<file path="src/hw/rtl/lookahead_cross_track_error_macros.svh">
// ----------------------------------------------------------------------------
// Lookahead cross-track error assertion macros
// Shared helpers for concurrent checks clocked on clk and reset by rst_n.
// ----------------------------------------------------------------------------
`ifndef LOOKAHEAD_CROSS_TRACK_ERROR_MACROS_SVH
`define LOOKAHEAD_CROSS_TRACK_ERROR_MACROS_SVH

// Same-cycle implication check.
`define LCTE_ASSERT_NOW(label, ante, cons, msg) \
    label: assert property (@(posedge clk) disable iff (!rst_n) (ante) |-> (cons)) \
        else $error(msg);

// Next-cycle implication check.
`define LCTE_ASSERT_NEXT(label, ante, cons, msg) \
    label: assert property (@(posedge clk) disable iff (!rst_n) (ante) |=> (cons)) \
        else $error(msg);

`endif

</file>
<file path="src/hw/rtl/lcte_pkg.sv">
// ----------------------------------------------------------------------------
// Lookahead cross-track error package
// Constants, datapath commands and the controller-to-datapath bundle.
// ----------------------------------------------------------------------------
package lcte_pkg;

    localparam int CordicStepsDefault = 16;

    localparam logic signed [24:0] INV_GAIN      = 25'sd10187975;
    localparam logic [22:0]        LOOKAHEAD_RST = 23'd131072;
    localparam logic signed [31:0] PREV_X_RST    = 32'sd32768;
    localparam logic signed [31:0] PREV_Y_RST    = 32'sd0;

    // Multiplier sequence slots.
    localparam logic [2:0] K_WZ = 3'd0;
    localparam logic [2:0] K_XY = 3'd1;
    localparam logic [2:0] K_WW = 3'd2;
    localparam logic [2:0] K_XX = 3'd3;
    localparam logic [2:0] K_YY = 3'd4;
    localparam logic [2:0] K_ZZ = 3'd5;
    localparam logic [2:0] K_LC = 3'd6;
    localparam logic [2:0] K_PX = 3'd0;
    localparam logic [2:0] K_PY = 3'd1;

    typedef enum logic [3:0] {
        CMD_NONE,
        CMD_LOAD,
        CMD_MUL,
        CMD_HINIT,
        CMD_PREROT,
        CMD_ITER,
        CMD_OFFSET,
        CMD_PMUL,
        CMD_DINIT,
        CMD_RESULT
    } cmd_t;

    typedef struct packed {
        cmd_t       cmd;
        logic [2:0] k;
    } ctrl_t;

endpackage

</file>
<file path="src/hw/rtl/lcte_ctrl.sv">
// ----------------------------------------------------------------------------
// Lookahead cross-track error controller
// Sequences the datapath through heading, projection and distance phases.
// ----------------------------------------------------------------------------
module lcte_ctrl
    import lcte_pkg::*;
#(
    parameter int STEPS = CordicStepsDefault,
    localparam int IW = $clog2(STEPS)
)
(
    input  logic          clk,
    input  logic          rst_n,
    input  logic          in_valid,
    output logic          in_ready,
    output logic          out_valid,
    input  logic          out_ready,
    output ctrl_t         ctrl,
    output logic [IW-1:0] iter
);

    typedef enum logic [10:0] {
        S_IDLE   = 11'b00000000001,
        S_MUL    = 11'b00000000010,
        S_HINIT  = 11'b00000000100,
        S_PREH   = 11'b00000001000,
        S_ITERH  = 11'b00000010000,
        S_OFFSET = 11'b00000100000,
        S_PMUL   = 11'b00001000000,
        S_DINIT  = 11'b00010000000,
        S_PRED   = 11'b00100000000,
        S_ITERD  = 11'b01000000000,
        S_FIN    = 11'b10000000000
    } state_t;

    localparam logic [IW-1:0] IterLast = IW'(STEPS - 1);

    state_t        state_reg, state_next;
    logic [2:0]    k_reg, k_next;
    logic [IW-1:0] it_reg, it_next;
    logic          ov_reg, ov_next;

    always_comb
    begin
        state_next = state_reg;
        k_next     = k_reg;
        it_next    = it_reg;
        ctrl.cmd   = CMD_NONE;
        ctrl.k     = k_reg;
        case (state_reg)
            S_IDLE:
            begin
                if (in_valid)
                begin
                    ctrl.cmd   = CMD_LOAD;
                    k_next     = K_WZ;
                    state_next = S_MUL;
                end
            end
            S_MUL:
            begin
                ctrl.cmd = CMD_MUL;
                if (k_reg == K_LC)
                begin
                    state_next = S_HINIT;
                end
                else
                begin
                    k_next = k_reg + 3'd1;
                end
            end
            S_HINIT:
            begin
                ctrl.cmd   = CMD_HINIT;
                state_next = S_PREH;
            end
            S_PREH:
            begin
                ctrl.cmd   = CMD_PREROT;
                it_next    = '0;
                state_next = S_ITERH;
            end
            S_ITERH:
            begin
                ctrl.cmd = CMD_ITER;
                it_next  = it_reg + 1'b1;
                if (it_reg == IterLast)
                begin
                    state_next = S_OFFSET;
                end
            end
            S_OFFSET:
            begin
                ctrl.cmd   = CMD_OFFSET;
                k_next     = K_PX;
                state_next = S_PMUL;
            end
            S_PMUL:
            begin
                ctrl.cmd = CMD_PMUL;
                if (k_reg == K_PY)
                begin
                    state_next = S_DINIT;
                end
                else
                begin
                    k_next = K_PY;
                end
            end
            S_DINIT:
            begin
                ctrl.cmd   = CMD_DINIT;
                state_next = S_PRED;
            end
            S_PRED:
            begin
                ctrl.cmd   = CMD_PREROT;
                it_next    = '0;
                state_next = S_ITERD;
            end
            S_ITERD:
            begin
                ctrl.cmd = CMD_ITER;
                it_next  = it_reg + 1'b1;
                if (it_reg == IterLast)
                begin
                    state_next = S_FIN;
                end
            end
            S_FIN:
            begin
                if (!ov_reg || out_ready)
                begin
                    ctrl.cmd   = CMD_RESULT;
                    state_next = S_IDLE;
                end
            end
            default:
            begin
                state_next = S_IDLE;
            end
        endcase
    end

    always_comb
    begin
        ov_next = ov_reg;
        if (ctrl.cmd == CMD_RESULT)
        begin
            ov_next = 1'b1;
        end
        else if (out_ready)
        begin
            ov_next = 1'b0;
        end
    end

    always_ff @(posedge clk or negedge rst_n)
    begin
        if (!rst_n)
        begin
            state_reg <= S_IDLE;
            k_reg     <= '0;
            it_reg    <= '0;
            ov_reg    <= 1'b0;
        end
        else
        begin
            state_reg <= state_next;
            k_reg     <= k_next;
            it_reg    <= it_next;
            ov_reg    <= ov_next;
        end
    end

    assign in_ready  = (state_reg == S_IDLE);
    assign out_valid = ov_reg;
    assign iter      = it_reg;

endmodule

</file>
<file path="config.mk">
export PLATFORM = sky130hd
export DESIGN_NAME = lcte_ctrl
export DESIGN_NICKNAME = d
export VERILOG_FILES = /design/src/hw/rtl/lookahead_cross_track_error_macros.svh /design/src/hw/rtl/lcte_pkg.sv /design/src/hw/rtl/lcte_ctrl.sv
export SDC_FILE = /design/constraint.sdc
export NUM_CORES = 1
export LEC_CHECK = 0
export BUFFER_PORTS_ARGS = -buffer_cell sky130_fd_sc_hd__buf_2
export CORE_ASPECT_RATIO = 0.7
export CORE_MARGIN = 5
export CORE_UTILIZATION = 59
export CTS_BUF_LIST = sky130_fd_sc_hd__clkbuf_2
export CTS_CLUSTER_SIZE = 20
export DETAILED_ROUTE_END_ITERATION = 8
export GPL_ROUTABILITY_DRIVEN = 0
export HOLD_SLACK_MARGIN = 0.1
export PLACE_DENSITY_LB_ADDON = 0.15
export SYNTH_ARGS = -nofsm -noshare
export SYNTH_HDL_FRONTEND = slang
export SYNTH_SLANG_ARGS = --single-unit
</file>
<file path="constraint.sdc">
create_clock -name clk -period 2.46 [get_ports clk]
set_input_delay 0.123 -clock clk [delete_from_list [all_inputs] [get_ports clk]]
set_output_delay 0.123 -clock clk [all_outputs]
set_load 0.005 [all_outputs]
</file>
==> metrics.md <==
| Metric | Value |
|---|---|
| Max-capacitance violation count | `0` |
| CP max FO | `7` |
| Setup crit end | `ctrl[4]` |
| Buf/Inv on CP | `1` |
| Power Internal | `0.642 mW` |
| Post-cts sizing count | `0` |
| Reg-to-reg endpoint | `k_reg[1]` |
| Combinational power share | `0.487` |
| Yosys top cell area share | `0.347` |
| Flop pwr share | `0.377` |
| Power per Cell Area | `717 mW/mm^2` |
| Crit-path max cell delay | `0.51 ns` |
| CP startpoint | `state_reg[7]` |
| R2R depth | `5` |
| Delay-heaviest family, CP | `simple AND/OR/NAND/NOR gates` |
| Share of cells above drive strength 1 | `0.253` |
| Commonest non-fill, non-tap cell in the layout | `dfrtp_1` |
| Antenna viol nets, final | `0` |
| Clk Latency, worst-skew pair | `0.33 ns` |
| Fin crit period | `2.29 ns` |
| Worst hold slack | `0.230 ns` |
| Maximum clock path buffer count | `2` |
| Mapped Avg Cell Area | `9.33 um^2` |
| Vias in the first global route | `1058` |
| Cell depth of the worst setup path | `5` |
| PortBufs | `16` |
| CTS tree | `yes` |
| Post-synth EDFFs | `0` |
| Core ar. | `0.00212 mm^2` |
| Switch Pwr | `0.423 mW` |
| H-tree levels | `1` |
| Final instance area | `0.00149 mm^2` |
| Unique cell type count in the Yosys netlist | `42` |
| Die area | `0.00325 mm^2` |
| Area occupied by multi-input gates | `741 um^2` |
| Global-route wire length before repair | `5260 um` |
| Critical path startpoint category | `flip-flop` |
| Mapped Cells | `139` |
| Setup bufs post-CTS | `0` |
| Worst Tran Pin Value | `0.668 ns` |
| TritonCTS Buffers | `3` |
| Die Ht | `49.2 um` |
| Sw Ratio | `0.397` |
| Post-synthesis sequential area ratio | `0.368` |
| Share of flip-flops with an asynchronous set or reset | `1.00` |
| Setup TNS | `0 ns` |
| Initial antenna violation count | `0` |
| Overall Global Routing Usage | `0.210` |
| Reg2Reg Launch Point | `state_reg[0]` |
| Pin count of the biggest net entering global routing | `20` |
| Syn. warnings | `0` |
| Clock Pin Slew Worst Setup and Hold Paths | `0.20 ns` |
| HP Class | `in2async` |
| Placement Cell Area | `0.00144 mm^2` |
| Final Cycle Share | `0.930` |
| Most frequent cells in the layout | `dfrtp_1 (18), buf_2 (16), nand2_1 (15)` |
| Synth Flop Type | `dfrtp_1` |
| Final setup vio count | `0` |
| Hold Violations, Final | `0` |
| Cts hold-fix bufs | `3` |
| Critical path arrival | `2.16 ns` |
| Slowest CP cell | `dfrtp_1` |
| Nets | `171` |
| CP required | `2.34 ns` |
| DRT Pass-1 Iters | `5` |
| CTS Sinks | `19` |
| Final WL | `3090 um` |
| Gr ovfl total | `0` |
| WS Path Type | `reg2out` |
| Crit end category | `output port` |
| Final HPWL DP | `2250 um` |
| Fill count | `181` |
| Starting Density | `0.612` |
| Ranking of synthesized cells by area | `dfrtp_1 (35%), nand2_1 (4.3%), ha_1 (3.9%)` |
| Worst slew margin | `0.548` |
| Max reg flops | `11` |
| Drt via density | `5.92` |
| DR iter-0 viols | `117` |
| Largest area contributor in the netlist | `dfrtp_1` |
| Io pins | `17` |
| Flops & latches, synth | `19` |
| Clk root buf | `clkbuf_2` |
| Max Slew Vio Count | `0` |
| Reg area | `477 um^2` |
| Critical Path, Cell by Cell | `nor4_1 -> nand2_1 -> or3_1 -> o41ai_1 -> buf_2` |
| Clock share of power | `0.136` |
| Post-Synthesis Net Count | `147` |
| Worst R2R Setup Slack | `0.20 ns` |
| WL per Instance | `15.9 um` |
| Max VDD drop | `0.000327 V` |
| DR DRC count | `0` |
| F_max | `0.437 GHz` |
| Area grow syn2layout | `14.6%` |
| Ant. Diodes | `0` |
| Die X | `66.0 um` |
| Synthesized area | `0.00130 mm^2` |
| Total number of vias | `1149` |
| Clk_skew | `0.00445 ns` |
| RSZ-0062 raised after global routing | `no` |
| Leakage Power | `0.754 nW` |
| Run status | `completed` |
| Row Count | `14` |
[worst register-to-register path, cell delays in order, from the launching register on]
cell     delay (ns)
dfstp_2        0.66
or4b_1         0.54
or4_4          0.45
o221a_4        0.15
nand2_2        0.09
mux2_4         0.29
[worst min-delay path by stage]
| stage | from | endpoint | slack [ns] | depth (start not counted) |
|---|---|---|---|---|
| 6_report | rst_n | state_reg[1] | 0.23 | 2 |
| 5_1_grt | rst_n | state_reg[2] | 0.26 | 2 |
| 3_3_place_gp | rst_n | out_valid | 0.08 | 1 |
| 4_1_cts | rst_n | out_valid | 0.23 | 2 |
| 3_5_place_dp | rst_n | out_valid | 0.09 | 1 |
| 2_1_floorplan | rst_n | iter[0] | -0.17 | 0 |
[layout make-up]
cell class | instances | share of cell area
Clock inverter | 1 | 0.00337
Sequential cell | 19 | 0.321
Clock buffer | 3 | 0.0101
Tap cell | 32 | 0.0270
Timing Repair Buffer | 29 | 0.125
Inverter | 6 | 0.0152
Multi-Input combinational cell | 104 | 0.499
[cells in the mapped netlist, types with 2 or more instances]
cell      instances
dfrtp_1          18
nand2_1          15
nor2_1           11
o21ai_0           9
nor3_1            7
inv_1             6
clkbuf_1          5
nand3_1           5
nand4_1           5
and4_1            4
ha_1              4
buf_2             3
nor4_1            3
nor4b_1           3
or3_1             3
or4_4             3
xnor2_1           3
xor2_1            3
a31oi_1           2
buf_6             2
nand2b_1          2
nand4b_1          2
nor3b_1           2
[logic make-up after synthesis]
logic type      after synthesis  synth area share
mux                           3            0.0367
xor+xnor                      6            0.0405
compound gates               20             0.122
flops                        19             0.368
buf+inv                      16            0.0608
fa+ha+maj                     4            0.0386
simple gates                 71             0.334
[per-layer routing]
metal / wire length (um) / global-route usage / share of wire
met4: 22 / 0.0405 / 0.0071
met2: 1380 / 0.306 / 0.45
met1: 1500 / 0.312 / 0.49
met3: 186 / 0.0553 / 0.060
met5: 0 / 0 / 0
[power by group through the flow]
| stage | clock network (mW) | registers [mW] | logic, mW |
|---|---|---|---|
| after floorplan | 0 | 0.371 | 0.396 |
| after global placement | 0 | 0.400 | 0.498 |
| after detailed placement | 0 | 0.405 | 0.505 |
| after CTS | 0.150 | 0.398 | 0.511 |
| after global routing | 0.167 | 0.407 | 0.564 |
| final | 0.145 | 0.401 | 0.519 |
[stage by stage]
stage / util / total power, mW / std cells / setup slack [ns]
6_report: 0.701 / 1.07 / 194 / 0.173
2_1_floorplan: - / 0.767 / 139 / 0.271
3_3_place_gp: 0.677 / 0.898 / 187 / 0.300
3_5_place_dp: 0.677 / 0.909 / 187 / 0.257
5_1_grt: 0.701 / 1.14 / 194 / 0.0295
4_1_cts: 0.701 / 1.06 / 194 / 0.201
Power figures use the tool's default switching activity.
